--- src/b64c_pkg.sv ---
package b64c_pkg;

   localparam int GROUP_W          = 24;
   localparam int QUEUE_DEPTH_DEF  = 2;

   localparam logic       DIR_ENCODE = 1'b0;
   localparam logic       DIR_DECODE = 1'b1;
   localparam logic [7:0] PAD_CHAR   = 8'h3D;

   // One finished group handed from the front end to the back end.
   typedef struct packed {
      logic [GROUP_W-1:0] bits;
      logic               enc;
      logic [2:0]         nvalid;   // characters (encode) or bytes (decode)
      logic [1:0]         cnt_m1;   // results to emit, minus one
      logic               last;
      logic               marker;   // end-only result, no data
   } job_type;

   function automatic logic [7:0] char_of(input logic [5:0] v);
      logic [7:0] c;
      if (v < 6'd26) begin
         c = 8'h41 + {2'b00, v};
      end else if (v < 6'd52) begin
         c = 8'h61 + {2'b00, v} - 8'd26;
      end else if (v < 6'd62) begin
         c = 8'h30 + {2'b00, v} - 8'd52;
      end else if (v == 6'h3E) begin
         c = 8'h2B;
      end else begin
         c = 8'h2F;
      end
      return c;
   endfunction

   function automatic logic [5:0] value_of(input logic [7:0] c);
      logic [5:0] v;
      if (c >= 8'h41 && c <= 8'h5A) begin
         v = 6'(c - 8'h41);
      end else if (c >= 8'h61 && c <= 8'h7A) begin
         v = 6'(c - 8'h61 + 8'd26);
      end else if (c >= 8'h30 && c <= 8'h39) begin
         v = 6'(c - 8'h30 + 8'd52);
      end else if (c == 8'h2B) begin
         v = 6'h3E;
      end else if (c == 8'h2F) begin
         v = 6'h3F;
      end else begin
         v = 6'h00;
      end
      return v;
   endfunction

endpackage

--- src/b64c_front.sv ---
module b64c_front (
   input  logic              clock,
   input  logic              reset,
   input  logic              csr_wr_en,
   input  logic              csr_wr_data,
   input  logic              req_valid,
   output logic              req_stall,
   input  logic [7:0]        req_in_byte,
   input  logic              req_in_last,
   input  logic              q_full,
   output logic              q_push,
   output b64c_pkg::job_type q_job
);

   logic                           dir_ff, dir_in;
   logic [b64c_pkg::GROUP_W-1:0]   bits_ff, bits_in;
   logic [1:0]                     phase_ff, phase_in;
   logic [1:0]                     pad_ff, pad_in;

   logic                           accept;
   logic [b64c_pkg::GROUP_W-1:0]   enc_bits, dec_bits;
   logic [2:0]                     enc_nbytes;
   logic [5:0]                     dval;
   logic [1:0]                     pad_nx;
   logic [2:0]                     nchars, ndata, nbytes;

   assign req_stall = q_full;
   assign accept    = req_valid && !req_stall;

   always_comb begin
      case (phase_ff)
         2'd0:    enc_bits = bits_ff | {req_in_byte, 16'h0000};
         2'd1:    enc_bits = bits_ff | {8'h00, req_in_byte, 8'h00};
         default: enc_bits = bits_ff | {16'h0000, req_in_byte};
      endcase
      enc_nbytes = (phase_ff >= 2'd2) ? 3'd3 : {1'b0, phase_ff} + 3'd1;

      dval = b64c_pkg::value_of(req_in_byte);
      case (phase_ff)
         2'd0:    dec_bits = bits_ff | {dval, 18'h0};
         2'd1:    dec_bits = bits_ff | {6'h0, dval, 12'h0};
         2'd2:    dec_bits = bits_ff | {12'h0, dval, 6'h0};
         default: dec_bits = bits_ff | {18'h0, dval};
      endcase
      if (req_in_byte == b64c_pkg::PAD_CHAR) begin
         pad_nx = (pad_ff == 2'd2) ? 2'd2 : pad_ff + 2'd1;
      end else begin
         pad_nx = 2'd0;
      end
      nchars = {1'b0, phase_ff} + 3'd1;
      ndata  = (nchars > {1'b0, pad_nx}) ? nchars - {1'b0, pad_nx} : 3'd0;
      nbytes = (ndata >= 3'd2) ? ndata - 3'd1 : 3'd0;
   end

   always_comb begin
      dir_in   = dir_ff;
      bits_in  = bits_ff;
      phase_in = phase_ff;
      pad_in   = pad_ff;
      q_push   = 1'b0;
      q_job    = '0;
      if (csr_wr_en) begin
         dir_in   = csr_wr_data;
         bits_in  = '0;
         phase_in = 2'd0;
         pad_in   = 2'd0;
      end else if (accept) begin
         if (dir_ff == b64c_pkg::DIR_ENCODE) begin
            if (enc_nbytes == 3'd3 || req_in_last) begin
               q_push       = 1'b1;
               q_job.bits   = enc_bits;
               q_job.enc    = 1'b1;
               q_job.nvalid = enc_nbytes + 3'd1;
               q_job.cnt_m1 = 2'd3;
               q_job.last   = req_in_last;
               bits_in      = '0;
               phase_in     = 2'd0;
               pad_in       = 2'd0;
            end else begin
               bits_in  = enc_bits;
               phase_in = enc_nbytes[1:0];
            end
         end else begin
            if (nchars == 3'd4 || req_in_last) begin
               // a non-final group always yields at least one byte
               q_push       = (nbytes != 3'd0) || req_in_last;
               q_job.bits   = dec_bits;
               q_job.enc    = 1'b0;
               q_job.nvalid = nbytes;
               q_job.cnt_m1 = (nbytes == 3'd0) ? 2'd0 : 2'(nbytes - 3'd1);
               q_job.last   = req_in_last;
               q_job.marker = (nbytes == 3'd0);
               bits_in      = '0;
               phase_in     = 2'd0;
               pad_in       = 2'd0;
            end else begin
               bits_in  = dec_bits;
               phase_in = nchars[1:0];
               pad_in   = pad_nx;
            end
         end
      end
   end

   always_ff @(posedge clock) begin
      if (reset) begin
         dir_ff   <= b64c_pkg::DIR_ENCODE;
         bits_ff  <= '0;
         phase_ff <= 2'd0;
         pad_ff   <= 2'd0;
      end else begin
         dir_ff   <= dir_in;
         bits_ff  <= bits_in;
         phase_ff <= phase_in;
         pad_ff   <= pad_in;
      end
   end

endmodule

--- src/b64c_queue.sv ---
module b64c_queue #(
   parameter int Depth = b64c_pkg::QUEUE_DEPTH_DEF
) (
   input  logic              clock,
   input  logic              reset,
   input  logic              push,
   input  b64c_pkg::job_type push_job,
   output logic              full,
   input  logic              pop,
   output logic              not_empty,
   output b64c_pkg::job_type head_job
);

   localparam int PtrW = (Depth > 1) ? $clog2(Depth) : 1;
   localparam int CntW = $clog2(Depth + 1);

   b64c_pkg::job_type slot_ff [Depth];
   logic [PtrW-1:0]   wr_ptr_ff, wr_ptr_in;
   logic [PtrW-1:0]   rd_ptr_ff, rd_ptr_in;
   logic [CntW-1:0]   count_ff, count_in;
   logic              do_push, do_pop;

   assign full      = (count_ff == CntW'(Depth));
   assign not_empty = (count_ff != '0);
   assign head_job  = slot_ff[rd_ptr_ff];
   assign do_push   = push && !full;
   assign do_pop    = pop && not_empty;

   always_comb begin
      wr_ptr_in = wr_ptr_ff;
      rd_ptr_in = rd_ptr_ff;
      count_in  = count_ff;
      if (do_push) begin
         wr_ptr_in = (wr_ptr_ff == PtrW'(Depth - 1)) ? '0 : wr_ptr_ff + 1'b1;
      end
      if (do_pop) begin
         rd_ptr_in = (rd_ptr_ff == PtrW'(Depth - 1)) ? '0 : rd_ptr_ff + 1'b1;
      end
      if (do_push && !do_pop) begin
         count_in = count_ff + 1'b1;
      end else if (do_pop && !do_push) begin
         count_in = count_ff - 1'b1;
      end
   end

   always_ff @(posedge clock) begin
      if (do_push) begin
         slot_ff[wr_ptr_ff] <= push_job;
      end
   end

   always_ff @(posedge clock) begin
      if (reset) begin
         wr_ptr_ff <= '0;
         rd_ptr_ff <= '0;
         count_ff  <= '0;
      end else begin
         wr_ptr_ff <= wr_ptr_in;
         rd_ptr_ff <= rd_ptr_in;
         count_ff  <= count_in;
      end
   end

endmodule

--- src/b64c_back.sv ---
module b64c_back (
   input  logic              clock,
   input  logic              reset,
   input  logic              q_not_empty,
   input  b64c_pkg::job_type q_job,
   output logic              q_pop,
   output logic              rsp_valid,
   input  logic              rsp_stall,
   output logic [7:0]        rsp_out_byte,
   output logic              rsp_out_has_data,
   output logic              rsp_out_last
);

   logic       valid_ff, valid_in;
   logic [7:0] byte_ff, byte_in;
   logic       has_ff, has_in;
   logic       last_ff, last_in;
   logic [1:0] idx_ff, idx_in;

   logic       load;
   logic       at_end;
   logic [5:0] sextet;
   logic [7:0] octet;

   // the output register takes a new transaction when empty or being drained
   assign load   = q_not_empty && (!valid_ff || !rsp_stall);
   assign at_end = (idx_ff == q_job.cnt_m1);
   assign q_pop  = load && at_end;

   always_comb begin
      case (idx_ff)
         2'd0:    sextet = q_job.bits[23:18];
         2'd1:    sextet = q_job.bits[17:12];
         2'd2:    sextet = q_job.bits[11:6];
         default: sextet = q_job.bits[5:0];
      endcase
      case (idx_ff)
         2'd0:    octet = q_job.bits[23:16];
         2'd1:    octet = q_job.bits[15:8];
         default: octet = q_job.bits[7:0];
      endcase
   end

   always_comb begin
      valid_in = valid_ff;
      byte_in  = byte_ff;
      has_in   = has_ff;
      last_in  = last_ff;
      idx_in   = idx_ff;
      if (load) begin
         valid_in = 1'b1;
         has_in   = !q_job.marker;
         last_in  = at_end && q_job.last;
         idx_in   = at_end ? 2'd0 : idx_ff + 2'd1;
         if (q_job.marker) begin
            byte_in = 8'h00;
         end else if (q_job.enc) begin
            byte_in = ({1'b0, idx_ff} < q_job.nvalid) ? b64c_pkg::char_of(sextet)
                                                       : b64c_pkg::PAD_CHAR;
         end else begin
            byte_in = octet;
         end
      end else if (!rsp_stall) begin
         valid_in = 1'b0;
      end
   end

   always_ff @(posedge clock) begin
      if (reset) begin
         valid_ff <= 1'b0;
         idx_ff   <= 2'd0;
      end else begin
         valid_ff <= valid_in;
         idx_ff   <= idx_in;
      end
   end

   always_ff @(posedge clock) begin
      byte_ff <= byte_in;
      has_ff  <= has_in;
      last_ff <= last_in;
   end

   assign rsp_valid        = valid_ff;
   assign rsp_out_byte     = byte_ff;
   assign rsp_out_has_data = has_ff;
   assign rsp_out_last     = last_ff;

endmodule

--- src/base64_stream_codec.sv ---
// Base64 stream codec, standard alphabet. csr_wr_data selects encode (0) or
// decode (1) and restarts the message. The front end takes one input byte
// per cycle and stalls only while its job queue (QueueDepth groups) is full;
// the back end drives one result per cycle from its output register unless
// rsp_stall holds it or no job is queued. An encoded group of three bytes
// gives four characters, so the single result port sets the encode rate;
// decode sustains one character per cycle while rsp_stall is low. A completed
// group is queued, and its results leave through the output register.
module base64_stream_codec #(
   parameter int QueueDepth = b64c_pkg::QUEUE_DEPTH_DEF
) (
   input  logic       clock,
   input  logic       reset,
   input  logic       csr_wr_en,
   input  logic       csr_wr_data,
   input  logic       req_valid,
   output logic       req_stall,
   input  logic [7:0] req_in_byte,
   input  logic       req_in_last,
   output logic       rsp_valid,
   input  logic       rsp_stall,
   output logic [7:0] rsp_out_byte,
   output logic       rsp_out_has_data,
   output logic       rsp_out_last
);

   logic              q_full, q_push, q_pop, q_not_empty;
   b64c_pkg::job_type push_job, head_job;

   b64c_front u_front (
      .clock       (clock),
      .reset       (reset),
      .csr_wr_en   (csr_wr_en),
      .csr_wr_data (csr_wr_data),
      .req_valid   (req_valid),
      .req_stall   (req_stall),
      .req_in_byte (req_in_byte),
      .req_in_last (req_in_last),
      .q_full      (q_full),
      .q_push      (q_push),
      .q_job       (push_job)
   );

   b64c_queue #(
      .Depth (QueueDepth)
   ) u_queue (
      .clock     (clock),
      .reset     (reset),
      .push      (q_push),
      .push_job  (push_job),
      .full      (q_full),
      .pop       (q_pop),
      .not_empty (q_not_empty),
      .head_job  (head_job)
   );

   b64c_back u_back (
      .clock            (clock),
      .reset            (reset),
      .q_not_empty      (q_not_empty),
      .q_job            (head_job),
      .q_pop            (q_pop),
      .rsp_valid        (rsp_valid),
      .rsp_stall        (rsp_stall),
      .rsp_out_byte     (rsp_out_byte),
      .rsp_out_has_data (rsp_out_has_data),
      .rsp_out_last     (rsp_out_last)
   );

endmodule

--- config.mk ---
export PLATFORM = sky130hd
export DESIGN_NAME = base64_stream_codec
export DESIGN_NICKNAME = d
export VERILOG_FILES = /design/src/b64c_pkg.sv /design/src/b64c_front.sv /design/src/b64c_queue.sv /design/src/b64c_back.sv /design/src/base64_stream_codec.sv
export SDC_FILE = /design/constraint.sdc
export NUM_CORES = 1
export LEC_CHECK = 0
export BUFFER_PORTS_ARGS = -buffer_cell sky130_fd_sc_hd__buf_2
export CORE_ASPECT_RATIO = 1.1
export CORE_UTILIZATION = 60
export CTS_CLUSTER_DIAMETER = 120
export CTS_CLUSTER_SIZE = 8
export DETAILED_ROUTE_END_ITERATION = 8
export GPL_ROUTABILITY_DRIVEN = 0
export PLACE_DENSITY = 0.87
export SLEW_MARGIN = 20
export SYNTH_ARGS = -nofsm -noshare
export SYNTH_HDL_FRONTEND = slang
export SYNTH_SLANG_ARGS = --single-unit
--- constraint.sdc ---
create_clock -name clock -period 15.87 [get_ports clock]
set_input_delay 3.9675 -clock clock [delete_from_list [all_inputs] [get_ports clock]]
set_output_delay 3.9675 -clock clock [all_outputs]
set_load 0.03 [all_outputs]
==> After elaboration in Yosys (flattened, before gate mapping) <==
Memories as Yosys holds them, arrays and structs flattened. A register that Yosys moved wholly into a read port is not among the register bits.
Index checks and enable logic that the tools add are counted.
{ "word_totals": {"register_bits": 46, "ramBits": 64, "elab_cells": 150, "mem_count": 1} }
{ "memory_table": {"columns": ["memory", "words", "word_bits", "rd", "rd_ports_with_merged_regs", "wr", "line_no", "source"], "rows": [
  ["u_queue.slot_ff", 2, 32, 1, 1, 1, "b64c_queue.sv:17", "b64c_pkg::job_type slot_ff [Depth];"]
]} }
{ "classes": {"addsub": 21, "magnitude_cmp": 13, "eq_ne": 14, "n_mux": 52, "bitwise_logic": 7, "reduce_logical": 30} }
{ "op_table": {"columns": ["operator", "count"], "rows": [
  ["32-bit 2-to-1 mux", 3],
  ["24-bit 2-to-1 mux", 3],
  ["24-bit one-hot mux with 3 select lines", 1],
  ["31-bit 2-to-1 mux", 2],
  ["24-bit bitwise OR", 2],
  ["24-bit one-hot mux with 2 select lines", 1],
  ["8-bit 2-to-1 mux", 5],
  ["6-bit 2-to-1 mux", 5],
  ["8-bit by 6-bit == test with 1-bit output, second input constant", 3],
  ["2-bit 2-to-1 mux", 12],
  ["24-bit by 12-bit bitwise OR with 24-bit output", 1],
  ["24-bit by 16-bit bitwise OR with 24-bit output", 1],
  ["24-bit by 18-bit bitwise OR with 24-bit output", 1],
  ["24-bit by 6-bit bitwise OR with 24-bit output", 1],
  ["24-bit by 8-bit bitwise OR with 24-bit output", 1],
  ["6-bit one-hot mux with 3 select lines", 1],
  ["7-bit by 6-bit adder with 8-bit output, first input constant", 2],
  ["8-bit by 7-bit >= comparator with 1-bit output, second input constant", 2],
  ["8-bit by 7-bit <= comparator with 1-bit output, second input constant", 2],
  ["8-bit one-hot mux with 2 select lines", 1],
  ["1-bit 2-to-1 mux", 14],
  ["6-bit less-than comparator, second input constant", 2],
  ["3-bit 2-to-1 mux", 4],
  ["6-bit subtractor, second input constant", 2],
  ["other kinds (36)", 65]
]} }

==> Logic depth before layout (Yosys ltp) <==
Gate-level depths: netlist of the first run.
{ "depth": {"depth_word": 18, "depth_mapped": 20, "ltp_nobuf": 19} }

==> By module <==
From an unflattened synthesis of the first run, not the netlist that was laid out.
{ "hier_totals": {"hier_cells": 726, "area_unflattened_um2": 7043.0} }
{ "modules_own_cells": {"columns": ["module", "instances", "cells_each", "area_each_um2", "seq_area_each_um2"], "rows": [
  ["b64c_front", 1, 447, 3164.3, 580.6],
  ["b64c_queue", 1, 125, 2528.7, 2021.9],
  ["b64c_back", 1, 154, 1350.0, 360.3]
]} }

==> Worst setup path after synthesis of the first run <==
No wires, ideal clock.
{ "synth_timing": {"path_kind": "input -> register", "start": "in req_in_byte[7]", "end": "mem u_queue.slot_ff[0][0] (netlist name) (enable)", "setup_time_ps": 421, "arrival_time_ps": 8218, "required_time_ps": 15449, "setup_slack_ps": 7231, "stages": 14, "cell_sequence": "or3b_2 -> nor2_1 -> and3_1 -> nand2_1 -> inv_1 -> fa_1 -> o31a_1 -> nor2_1 -> inv_1 -> ha_1 -> xnor2_1 -> a311oi_1 -> o21ai_0 -> nor2_1"} }
{ "synth_between": {"elab_chain_len": 15} }
{ "synth_lines": {"columns": ["item", "line_no", "source"], "rows": [
  ["from (decl)", "base64_stream_codec.sv:18", "input logic [7:0] req_in_byte,"],
  ["8-bit by 6-bit == test with 1-bit output *", "b64c_front.sv:45", "if (req_in_byte == b64c_pkg::PAD_CHAR) begin"],
  ["2-bit 2-to-1 mux *", "b64c_front.sv:45", null],
  ["3-bit by 2-bit subtractor with 3-bit output / 3-bit by 2-bit greater-than comparator with 1-bit output (equally long branches)", "b64c_front.sv:51", "ndata = (nchars > {1'b0, pad_nx}) ? nchars - {1'b0, pad_nx} : 3'd0;"],
  ["3-bit 2-to-1 mux *", "b64c_front.sv:51", null],
  ["3-bit by 1-bit subtractor with 3-bit output / 3-bit by 2-bit >= comparator with 1-bit output (equally long branches)", "b64c_front.sv:52", "nbytes = (ndata >= 3'd2) ? ndata - 3'd1 : 3'd0;"],
  ["3-bit 2-to-1 mux *", "b64c_front.sv:52", null],
  ["3-bit nonzero test *", "b64c_front.sv:86", "q_push = (nbytes != 3'd0) || req_in_last;"],
  ["1-bit logical OR *", "b64c_front.sv:86", null],
  ["1-bit 2-to-1 mux *", "b64c_front.sv:84", "if (nchars == 3'd4 || req_in_last) begin"],
  ["1-bit 2-to-1 mux *", "b64c_front.sv:68", "if (dir_ff == b64c_pkg::DIR_ENCODE) begin"],
  ["1-bit 2-to-1 mux *", "b64c_front.sv:67", "end else if (accept) begin"],
  ["1-bit 2-to-1 mux *", "b64c_front.sv:62", "if (csr_wr_en) begin"],
  ["1-bit logical AND *", "b64c_queue.sv:26", "assign do_push = push && !full;"],
  ["1-bit 2-to-1 mux *", "b64c_queue.sv:47", "if (do_push) begin"],
  ["1-bit 2-to-1 mux (implied by the code) *", "b64c_queue.sv:48", "slot_ff[wr_ptr_ff] <= push_job;"],
  ["to (decl)", "b64c_queue.sv:17", null]
]} }
Every way passes the cells marked *; elsewhere a longest branch is shown, timed or not.

==> Worst setup path after layout of the first run <==
{ "layout_timing": {"start": "in req_in_byte[5]", "end": "reg u_queue.count_ff[1]"} }
{ "layout_between": {"elab_chain_len": 16} }
{ "layout_lines": {"columns": ["item", "line_no", "source"], "rows": [
  ["8-bit by 6-bit == test with 1-bit output *", "b64c_front.sv:45", null],
  ["2-bit 2-to-1 mux *", "b64c_front.sv:45", null],
  ["3-bit by 2-bit subtractor with 3-bit output / 3-bit by 2-bit greater-than comparator with 1-bit output (equally long branches)", "b64c_front.sv:51", null],
  ["3-bit 2-to-1 mux *", "b64c_front.sv:51", null],
  ["3-bit by 1-bit subtractor with 3-bit output / 3-bit by 2-bit >= comparator with 1-bit output (equally long branches)", "b64c_front.sv:52", null],
  ["3-bit 2-to-1 mux *", "b64c_front.sv:52", null],
  ["3-bit nonzero test *", "b64c_front.sv:86", null],
  ["1-bit logical OR *", "b64c_front.sv:86", null],
  ["1-bit 2-to-1 mux *", "b64c_front.sv:84", null],
  ["1-bit 2-to-1 mux *", "b64c_front.sv:68", null],
  ["1-bit 2-to-1 mux *", "b64c_front.sv:67", null],
  ["1-bit 2-to-1 mux *", "b64c_front.sv:62", null],
  ["1-bit logical AND *", "b64c_queue.sv:26", null],
  ["net u_queue.do_push", "b64c_queue.sv:21", "logic do_push, do_pop;"],
  ["1-bit zero test", "b64c_queue.sv:41", "end else if (do_pop && !do_push) begin"],
  ["1-bit logical AND", "b64c_queue.sv:41", null],
  ["2-bit nonzero test (no line)", null, null],
  ["to (signal assigned)", "b64c_queue.sv:60", "count_ff <= count_in;"],
  ["to (decl)", "b64c_queue.sv:20", "logic [CntW-1:0] count_ff, count_in;"]
]} }
The timed path passes the listed nets; every way through them passes the cells marked *.
A chain may end at the register's enable or synchronous reset.

==> impl_metrics.csv, run 1 <==
group,metric,value,unit
clock_network,ctsHoldBuffers,0,
grt,grt_usage,31.4,%
sta,setup_viol,0,
worst_hold_path,hold_depth,2,
grt,antenna_found_initial,0,
setup_path,critPathBufInv,4,
sta,fin_crit,8.52,ns
setup_path,endpoint_kind,"flip-flop",
setup_path,cp_cell_sequence,"buf_2 -> or3b_2 -> nor2_1 -> and3_1 -> nand2_1 -> inv_1 -> fa_1 -> o31a_1 -> nor2_1 -> inv_1 -> ha_1 -> xnor2_1 -> a311oi_1 -> o21ai_0 -> inv_1 -> ha_1 -> or3_1 -> a21oi_1",
worst_hold_path,worstHoldPathType,"reg -> reg",
routing,wl_met2,8.23,mm
setup_path,critPathMaxFanout,15,
sta,final_hold_viol_count,0,
routing,wl,17.4,mm
clock_network,clk_pin_slew,0.08,ns
sta,maxSlewViolCount,0,
synthesis,synth_nets,736,
synthesis,ys.flop_type,"edfxtp_1",
sta,finalCritPeriodShare,53.7,%
job,maxCapViolCount,0,
die,die_x,102,µm
synthesis,yosys_warnings,0,
routing,first_pass_iters,7,
clock_network,cts_tree,"yes",
clock_network,cts_buffers,9,
placement,dp_hpwl,12.0,mm
power_and_ir_drop,switching_share,38.7,%
synthesis,avgSynthCellArea,9.73,µm²
setup_path,critPathMostFrequentCell,"inv_1",
grt,grt_max_degree,33,
setup_path,critPathLaunchType,"primary input",
power_and_ir_drop,vdd_drop_max,0.0747,mV
clock_network,post-cts-setup-buffer-count,0,
synthesis,synth_cells,685,
routing,drc_errors,0,
sta,fin_skew,0.0118,ns
power_and_ir_drop,p_leak,2.56,nW
setup_path,path_depth,18,
sta,tns,0,ns
power_and_ir_drop,power_density,136,nW/µm²
setup_path,crit_family,"simple AND/OR/NAND/NOR gates",
synthesis,ys_seq_area_share,44.5,%
layout,fin_cells,846,
placement,placedCellCount,830,
routing,wl_met1,6.32,mm
die,fp.dieArea,11500,µm²
die,core-area,10900,µm²
layout,multi_input_area,3420,µm²
sta,worstMarginPinSlew,1.14,ns
grt,first_global_vias,5519,
sta,max_freq,0.117,GHz
setup_path,crit_required,16.16,ns
clock_network,cts_resized,0,
sta,rsz0062_at_grt,"false",
clock_network,clk_latency,0.35,ns
power_and_ir_drop,pwr-share-clk,24.1,%
setup_path,cpPeakStageDelay,0.55,ns
routing,routedWlPerCell,20.6,µm
synthesis,synth_seq_cells,111,
layout,n_antenna_cell,0,
die,initial_core_util,61.4,%
power_and_ir_drop,pwr-share-comb,40.1,%
clock_network,cts-root-buf,"clkbuf_16",
layout,layout.area.seq,2960,µm²
grt,grt_pass1_wl,27.8,mm
sta,max-slew-margin-rel,23.8,%
die,ios,27,
setup_path,critical_path_class,"in -> reg",
layout,final_util,66.2,%
synthesis,syn_area,6670,µm²
die,std_cell_rows,40,
routing,vias,5896,
layout,nFillCells,819,
synthesis,synthDistinctLibCells,67,
routing,met3_length,1.78,mm
synthesis,synth_edf_count,74,
routing,first_iter_violations,702,
routing,routed.top_layer,"met4",
die,die_h,113,µm
clock_network,cts_sinks,111,
power_and_ir_drop,cellInternalPower,0.599,mW
placement,port_buffers,26,
layout,nNetsFinal,745,
power_and_ir_drop,power_frac_seq,35.8,%
layout,area_growth,7.85,%
routing,post_drt_via_cell_ratio,6.97,
setup_path,cp_data_arrival_time,8.81,ns
synthesis,async_flop_share,0,%
outcome,status,"finished, final reports clean",
routing,ant_nets,0,
layout,layout-drive-gt1-share,11.3,%
grt,overflow,0,
setup_path,crit_path_top_delay_cell,"o21ai_0",
setup_path,rr_worst_depth,12,
clock_network,clockBufferDepth,2,
clock_network,h-tree-depth,3,
power_and_ir_drop,p_sw,0.379,mW
-- synthesized netlist by cell type (4+ instances only) --
| master | number | area share [%] |
|---|---|---|
| or2_2 | 4 | 0.38 |
| a222oi_1 | 10 | 1.5 |
| edfxtp_1 | 74 | 33 |
| dfxtp_1 | 37 | 11 |
| ha_1 | 34 | 6.4 |
| mux2i_1 | 15 | 2.3 |
| and3_1 | 4 | 0.38 |
| xor2_1 | 5 | 0.66 |
| a32oi_1 | 5 | 0.66 |
| mux2_2 | 13 | 2.2 |
| o32ai_1 | 4 | 0.53 |
| or3_1 | 5 | 0.47 |
| a221oi_1 | 5 | 0.66 |
| inv_1 | 37 | 2.1 |
| nand3_1 | 15 | 1.1 |
| a22o_1 | 5 | 0.66 |
| a31oi_1 | 10 | 0.94 |
| and2_1 | 7 | 0.66 |
| o21ai_0 | 49 | 3.7 |
| xnor2_1 | 11 | 1.4 |
| nand2b_1 | 11 | 1.0 |
| buf_2 | 4 | 0.30 |
| nand2_1 | 53 | 3.0 |
| nor3_1 | 10 | 0.75 |
| nor2b_1 | 9 | 0.84 |
| a22oi_1 | 29 | 3.3 |
| a311oi_1 | 4 | 0.53 |
| mux2_4 | 4 | 0.90 |
| a21oi_1 | 51 | 3.8 |
| o221ai_1 | 4 | 0.53 |
| nor2_1 | 70 | 3.9 |
| clkbuf_1 | 24 | 1.4 |
| o211ai_1 | 6 | 0.68 |
| o22ai_1 | 6 | 0.56 |
-- final timing paths --
| check | from | to | slack, ns |
|---|---|---|---|
| min | u_back.rsp_valid | u_back.rsp_valid | 0.48 |
| max | req_in_byte[5] | u_queue.count_ff[1] | 7.35 |
| min reg2reg | u_back.rsp_valid | u_back.rsp_valid | 0.48 |
| max reg2reg | u_front.phase_ff[1] | u_queue.slot_ff[0][29] | 11.28 |
-- worst min-delay path, delay by kind of cell, from the launching register on --
kind               cells  cell delay (ns)
DFF                    1             0.31
and+or+nand+nor        1             0.07
AOI/OAI and AO/OA      1             0.06
-- layer usage --
layer  GRT usage [%]  vias to the layer above
met5               0                        -
met2            51.1                      476
met4            17.8                        0
met1            39.4                     2707
met3            5.04                      129
li1                -                     2584
-- flip-flops by register name, summed over array words and instances, names as in the netlist, named ones only --
register	flops
u_queue.slot_ff	64
u_front.bits_ff	24
u_back.rsp_out_byte	8
u_back.idx_ff	2
u_front.pad_ff	2
u_front.phase_ff	2
u_queue.count_ff	2
u_back.rsp_out_has_data	1
u_back.rsp_out_last	1
u_back.rsp_valid	1
u_front.dir_ff	1
u_queue.rd_ptr_ff	1
u_queue.wr_ptr_ff	1
-- power groups by stage --
stage / clock, mW / combinational [mW] / sequential, mW
5_1_grt: 0.248 / 0.424 / 0.353
3_3_place_gp: 0 / 0.361 / 0.355
4_1_cts: 0.237 / 0.381 / 0.350
3_5_place_dp: 0 / 0.378 / 0.356
6_report: 0.236 / 0.393 / 0.350
2_1_floorplan: 0 / 0.272 / 0.379
-- area by class of cell --
cell class	count	area share, %
multi-input cells	504	47.6
inverters	38	1.98
repair buffers	30	2.23
clock buffers	9	3.13
flip-flops and latches	111	41.2
clock inverters	7	1.29
well taps	147	2.56
-- through the flow --
stage               hold slack, ns  setup slack (ns)  instance area (µm²)  total power [mW]
floorplan                    0.465              7.23                 6670             0.651
global placement             0.458              7.38                 6870             0.716
detailed placement           0.467              7.14                 6870             0.734
CTS                          0.478              7.48                 7190             0.968
global route                 0.528              6.98                 7190              1.03
finish                       0.480              7.35                 7190             0.979
-- layout by cell type (no fill, tap or decap), types with 26 or more instances in the layout --
cell and count:
a21oi_1 51, a22oi_1 29, buf_2 26, dfxtp_1 37, edfxtp_1 74, ha_1 34, inv_1 37, nand2_1 53
nor2_1 68, o21ai_0 49
-- kinds of logic after synthesis --
kind of cell / share of synthesized area [%]
AOI/OAI and AO/OA: 22.7
xor gates and xnor gates: 2.10
adders and majority gates: 6.98
buffers and inverters: 4.30
DFF: 44.5
muxes: 6.31
and+or+nand+nor: 13.2
No activity file was read; power rests on OpenSTA's default activity.
==> inputs of run 2 (changes only) <==
--- a/config.mk
+++ b/config.mk
@@ -5,6 +5,7 @@
 export SDC_FILE = /design/constraint.sdc
 export NUM_CORES = 1
 export LEC_CHECK = 0
+export ABC_AREA = 1
 export BUFFER_PORTS_ARGS = -buffer_cell sky130_fd_sc_hd__buf_2
 export CORE_ASPECT_RATIO = 1.1
 export CORE_UTILIZATION = 60
==> constraint.sdc (replaced) <==
create_clock -name clock -period 8.9 [get_ports clock]
set_input_delay 2.225 -clock clock [delete_from_list [all_inputs] [get_ports clock]]
set_output_delay 2.225 -clock clock [all_outputs]
set_load 0.03 [all_outputs]
==> run 2 against run 1 <==
Count of clock-buffer cells in the layout did not move. Critical path type unchanged. Worst hold slack got worse by 0.011 ns. Total power rose by 120%.
==> impl_metrics.csv, run 2 <==
group,metric,value,unit
clock_network,h-tree-depth,3,
synthesis,yosysMostFrequentCell,"nand2_1",
power_and_ir_drop,finalPower,2.14,mW
layout,final_util,66.9,%
layout,n_antenna_cell,0,
routing,drc_errors,0,
layout,largest_reg_flops,64,
power_and_ir_drop,p_leak,3.36,nW
synthesis,synth_nets,992,
sta,final_hold_viol_count,0,
sta,tns,0,ns
synthesis,ys.flop_type,"edfxtp_1",
synthesis,avgSynthCellArea,7.65,µm²
clock_network,cts_resized,0,
placement,dp_hpwl,13.3,mm
layout,area_growth,7.64,%
grt,met3_usage,4.76,%
placement,place_ws,2.76,ns
die,core-area,11600,µm²
grt,first_global_vias,6271,
grt,use_met2,53.0,%
sta,worst_slack,3.03,ns
setup_path,endpoint_kind,"flip-flop",
synthesis,synth_cells,941,
synthesis,synth_seq_cells,111,
layout,final_cell_mix,"nand2_1 (247), inv_1 (126), nand3_1 (83)",
placement,placedCellCount,1095,
setup_path,critical_path_class,"in -> reg",
grt,antenna_found_initial,0,
layout,regMostFlops,"u_queue.slot_ff",
sta,fin_crit,5.87,ns
synthesis,ys_seq_area_share,41.1,%
clock_network,ctsHoldBuffers,0,
layout,nNetsFinal,1007,
setup_path,cp_data_arrival_time,5.84,ns
clock_network,post-cts-setup-buffer-count,0,
sta,maxSlewViolCount,0,
setup_path,crit_required,8.87,ns
layout,layout-drive-gt1-share,8.64,%
routing,vias,6686,
setup_path,cpPeakStageDelay,0.83,ns
synthesis,synth.top_cells.by_area,"edfxtp_1 (31%), nand2_1 (13%), dfxtp_1 (10%)",
clock_network,clk_pin_slew,0.08,ns
synthesis,synthTopCellsByCount,"nand2_1 (247), inv_1 (126), nand3_1 (83)",
sta,max_freq,0.170,GHz
clock_network,cts_tree,"yes",
synthesis,async_flop_share,0,%
setup_path,critPathMaxFanout,33,
sta,fin_skew,0.0135,ns
sta,worstMarginPinSlew,1.02,ns
sta,max-slew-margin-rel,31.8,%
die,initial_core_util,62.1,%
clock_network,cts_sinks,111,
placement,port_buffers,26,
setup_path,critPathLaunchType,"primary input",
synthesis,synth_area_leader_cell,"edfxtp_1",
synthesis,synth_edf_count,74,
layout,fin_area,7750,µm²
clock_network,cts-root-buf,"clkbuf_16",
sta,setup_viol,0,
clock_network,cts_buffers,9,
layout,nFillCells,963,
routing,routedWlPerCell,16.8,µm
worst_hold_path,worstHoldPathType,"reg -> reg",
grt,grt_pass1_wl,29.9,mm
sta,rsz0062_at_grt,"false",
die,ios,27,
sta,finalCritPeriodShare,65.9,%
clock_network,clk_latency,0.35,ns
placement,placed_area,7440,µm²
routing,wl,18.6,mm
grt,grt_max_degree,39,
outcome,status,"finished, final reports clean",
routing,first_pass_iters,6,
setup_path,crit_path_top_delay_cell,"a21oi_4",
die,fp.dieArea,12400,µm²
die,die_x,106,µm
routing,first_iter_violations,688,
synthesis,synth_top_area_share,30.8,%
setup_path,cp_cell_sequence,"buf_2 -> inv_1 -> nand3_1 -> nor2_1 -> nand2_1 -> nor3b_1 -> ha_1 -> inv_1 -> fa_1 -> nand3_1 -> inv_1 -> ha_1 -> nand3b_1 -> nand3_1 -> nand2_1 -> o21ai_2 -> a21oi_4",
synthesis,synthDistinctLibCells,51,
die,std_cell_rows,41,
sta,hold_slack,0.469,ns
routing,post_drt_via_cell_ratio,6.02,
die,die_h,117,µm
power_and_ir_drop,vdd_drop_max,0.210,mV
power_and_ir_drop,power_density,276,nW/µm²
job,maxCapViolCount,0,
grt,grt_use_met1,36.6,%
grt,busiest_layer,"met2",
grt,overflow,0,
grt,grt_usage,30.9,%
synthesis,syn_area,7200,µm²
clock_network,clockBufferDepth,2,
routing,ant_nets,0,
synthesis,yosys_warnings,0,
layout,fin_cells,1111,
layout,final_common_cell,"nand2_1",
==> run 2: cell count changes after synthesis, sizes merged, moves of 14 or more <==
cell | before | now
a22oi | 29 | 13
inv | 37 | 131
mux2 | 19 | 0
mux2i | 18 | 1
nand2 | 53 | 251
nand3 | 15 | 85
nand4 | 1 | 15
o21ai | 50 | 72
==> run 2: worst paths after layout <==
kind	from	endpoint	slack [ns]	depth (start not counted)
setup / recovery	req_in_byte[6]	u_queue.slot_ff[1][30]	3.03	17
hold / removal	u_front.pad_ff[0]	u_front.pad_ff[0]	0.47	2
setup reg to reg	u_front.phase_ff[1]	u_queue.slot_ff[1][30]	4.69	11
hold reg to reg	u_front.pad_ff[0]	u_front.pad_ff[0]	0.47	2
==> run 2: layout make-up <==
class                      instances  area (µm²)  area share [%]
clock buffer                       9         225            2.90
clock inverter                     7        88.8            1.15
inverter                         133         499            6.44
multi-input combinational        670        3620            46.7
sequential                       111        2960            38.2
tap                              150         188            2.42
timing repair buffer              31         168            2.16
==> run 2: metal layers <==
metal / routed length [µm] / vias to the layer above
met3: 1570 / 93
li1: - / 3189
met5: 0 / -
met1: 7160 / 2990
met4: 1030 / 0
met2: 8870 / 414
==> run 2: logic make-up after synthesis <==
kind of cell	count (synthesis)	share of synthesized area, %
xor gates and xnor gates	13	1.58
DFF	111	41.1
muxes	1	0.139
AOI/OAI and AO/OA	185	15.7
and+or+nand+nor	435	26.0
buffers and inverters	160	8.93
adders and majority gates	36	6.46
==> run 2: power breakdown <==
| part | internal [mW] | switching, mW | leakage (nW) |
|---|---|---|---|
| clock | 0.205 | 0.210 | 0.153 |
| combinational | 0.322 | 0.739 | 2.18 |
| sequential | 0.636 | 0.0293 | 1.03 |
| total | 1.16 | 0.978 | 3.36 |
==> run 2: worst max-delay path: cells and delay by family <==
family                   cells  cell delay, ns
AO/OA/AOI/OAI                2            0.95
adder cells (fa/ha/maj)      3            0.83
buffers and inverters        4            0.42
AND/OR/NAND/NOR              8            1.39
==> inputs of run 3 (changes only) <==
--- a/config.mk
+++ b/config.mk
@@ -8,12 +8,12 @@
 export ABC_AREA = 1
 export BUFFER_PORTS_ARGS = -buffer_cell sky130_fd_sc_hd__buf_2
 export CORE_ASPECT_RATIO = 1.1
-export CORE_UTILIZATION = 60
+export CORE_UTILIZATION = 57
 export CTS_CLUSTER_DIAMETER = 120
 export CTS_CLUSTER_SIZE = 8
 export DETAILED_ROUTE_END_ITERATION = 8
 export GPL_ROUTABILITY_DRIVEN = 0
-export PLACE_DENSITY = 0.87
+export PLACE_DENSITY = 0.86
 export SLEW_MARGIN = 20
 export SYNTH_ARGS = -nofsm -noshare
 export SYNTH_HDL_FRONTEND = slang
==> constraint.sdc (replaced) <==
create_clock -name clock -period 5.34 [get_ports clock]
set_input_delay 1.335 -clock clock [delete_from_list [all_inputs] [get_ports clock]]
set_output_delay 1.335 -clock clock [all_outputs]
set_load 0.03 [all_outputs]
==> run 3 against run 2 <==
Register-to-register slack lost 3.5 ns. Global-route usage shrank 0.83 points. Sequential share of layout area shrank 0.21 points. Design area grew 0.56%. Count of clock-buffer cells in the layout is the same. Sequential power grew 65%. Total power grew 68%. Routed wire length grew 1.3%. Critical endpoint is now u_queue.count_ff[1]. Largest cell class unchanged. Largest power group unchanged.
==> impl_metrics.csv, run 3 (synthesis results as in run 2) <==
group,metric,value,unit
routing,post_drt_via_cell_ratio,6.09,
die,die_x,109,µm
die,fp.dieArea,13100,µm²
grt,grt_pass1_wl,30.2,mm
layout,final_common_cell,"nand2_1",
setup_path,critical_path_class,"in -> reg",
power_and_ir_drop,power_frac_seq,30.8,%
grt,antenna_found_initial,0,
clock_network,ctsHoldBuffers,0,
clock_network,cts_tree,"yes",
clock_network,cts_resized,0,
routing,wl,18.9,mm
clock_network,cts_buffers,9,
die,std_cell_rows,42,
power_and_ir_drop,cellInternalPower,1.98,mW
sta,maxSlewViolCount,0,
routing,drc_errors,0,
routing,routedWlPerCell,16.9,µm
power_and_ir_drop,pwr-share-clk,19.7,%
setup_path,cp_data_arrival_time,4.94,ns
routing,ant_nets,0,
outcome,status,"finished, final reports clean",
placement,dp_hpwl,13.6,mm
routing,vias,6804,
sta,max-slew-margin-rel,41.5,%
worst_hold_path,worstHoldPathType,"reg -> reg",
clock_network,h-tree-depth,3,
sta,tns,0,ns
sta,fin_crit,4.69,ns
layout,n_antenna_cell,0,
die,die_h,120,µm
power_and_ir_drop,p_sw,1.61,mW
placement,port_buffers,26,
layout,largest_reg_flops,64,
grt,overflow,0,
routing,first_pass_iters,5,
setup_path,critPathMaxFanout,5,
power_and_ir_drop,power_density,460,nW/µm²
layout,regMostFlops,"u_queue.slot_ff",
sta,final_hold_viol_count,0,
clock_network,clk_latency,0.36,ns
clock_network,clk_pin_slew,0.08,ns
clock_network,cts_sinks,111,
sta,setup_viol,0,
setup_path,crit_required,5.59,ns
clock_network,cts-root-buf,"clkbuf_16",
sta,rsz0062_at_grt,"false",
clock_network,clockBufferDepth,2,
clock_network,post-cts-setup-buffer-count,0,
power_and_ir_drop,switching_share,44.9,%
sta,max_freq,0.213,GHz
routing,first_iter_violations,792,
layout,nNetsFinal,1009,
setup_path,critPathLaunchType,"primary input",
setup_path,endpoint_kind,"flip-flop",
die,core-area,12200,µm²
power_and_ir_drop,pwr-share-comb,49.5,%
power_and_ir_drop,finalPower,3.59,mW
layout,nFillCells,1043,
sta,fin_skew,0.00851,ns
sta,hold_slack,0.475,ns
sta,finalCritPeriodShare,87.9,%
power_and_ir_drop,p_leak,3.38,nW
grt,grt_usage,30.0,%
die,ios,27,
grt,first_global_vias,6198,
sta,worstMarginPinSlew,0.877,ns
layout,area_growth,8.25,%
layout,final_cell_mix,"nand2_1 (247), inv_1 (126), nand3_1 (83)",
job,maxCapViolCount,0,
power_and_ir_drop,vdd_drop_max,0.428,mV
layout,layout-drive-gt1-share,8.83,%
grt,grt_max_degree,39,
layout,final_util,64.0,%
die,initial_core_util,59.1,%
-- run 3: area by class of cell --
class | count | area, µm² | area share (%)
clock buffers | 9 | 225 | 2.89
clock inverters | 7 | 87.6 | 1.12
inverters | 133 | 499 | 6.40
multi-input cells | 670 | 3620 | 46.5
flip-flops and latches | 111 | 2960 | 38.0
well taps | 154 | 193 | 2.47
repair buffers | 33 | 208 | 2.66
-- run 3: metrics by stage --
stage | cell area [µm²] | cells | setup WS (ns)
6_report | 7800 | 1117 | 0.649
5_1_grt | 7800 | 1117 | 0.320
4_1_cts | 7800 | 1117 | 0.737
3_5_place_dp | 7480 | 1101 | 0.351
3_3_place_gp | 7480 | 1101 | 0.475
2_1_floorplan | 7210 | 941 | 0.470
-- run 3: path summary, 6_finish.rpt --
| path | from | end | slack [ns] | depth (start not counted) |
|---|---|---|---|---|
| max | req_in_byte[6] | u_queue.count_ff[1] | 0.65 | 22 |
| min | u_front.pad_ff[1] | u_front.pad_ff[1] | 0.48 | 2 |
| max reg2reg | u_front.phase_ff[1] | u_front.bits_ff[23] | 1.23 | 12 |
| min reg2reg | u_front.pad_ff[1] | u_front.pad_ff[1] | 0.48 | 2 |
-- run 3: power by group through the flow --
stage | Combinational, mW | Clock (mW) | Sequential, mW
floorplan | 1.27 | 0 | 1.20
global placement | 1.70 | 0 | 1.12
detailed placement | 1.74 | 0 | 1.12
CTS | 1.75 | 0.712 | 1.10
global route | 1.98 | 0.741 | 1.12
finish | 1.78 | 0.707 | 1.10
-- run 3: worst max-delay path, cell delays in order --
cell and delay [ns]:
buf_2 0.12, inv_1 0.13, nand3_1 0.15, nor2_1 0.24
nand2_1 0.09, nor3b_1 0.38, ha_1 0.22, inv_1 0.06
fa_1 0.43, nand3_1 0.14, inv_1 0.06, ha_1 0.17
nand3b_1 0.23, o21ai_1 0.15, nand2_1 0.10, o21ai_2 0.13
nand2_1 0.06, ha_1 0.30, a21oi_1 0.12, o21ai_0 0.12
o21ai_0 0.15, a21oi_1 0.05
-- run 3: metal layers --
metal  wire, µm  up-vias  track usage, %
met5          0        -               0
met4        997        0            18.0
met3       1670       98            5.70
met2       8660      429            48.0
met1       7540     3075            37.4
li1           -     3202               -
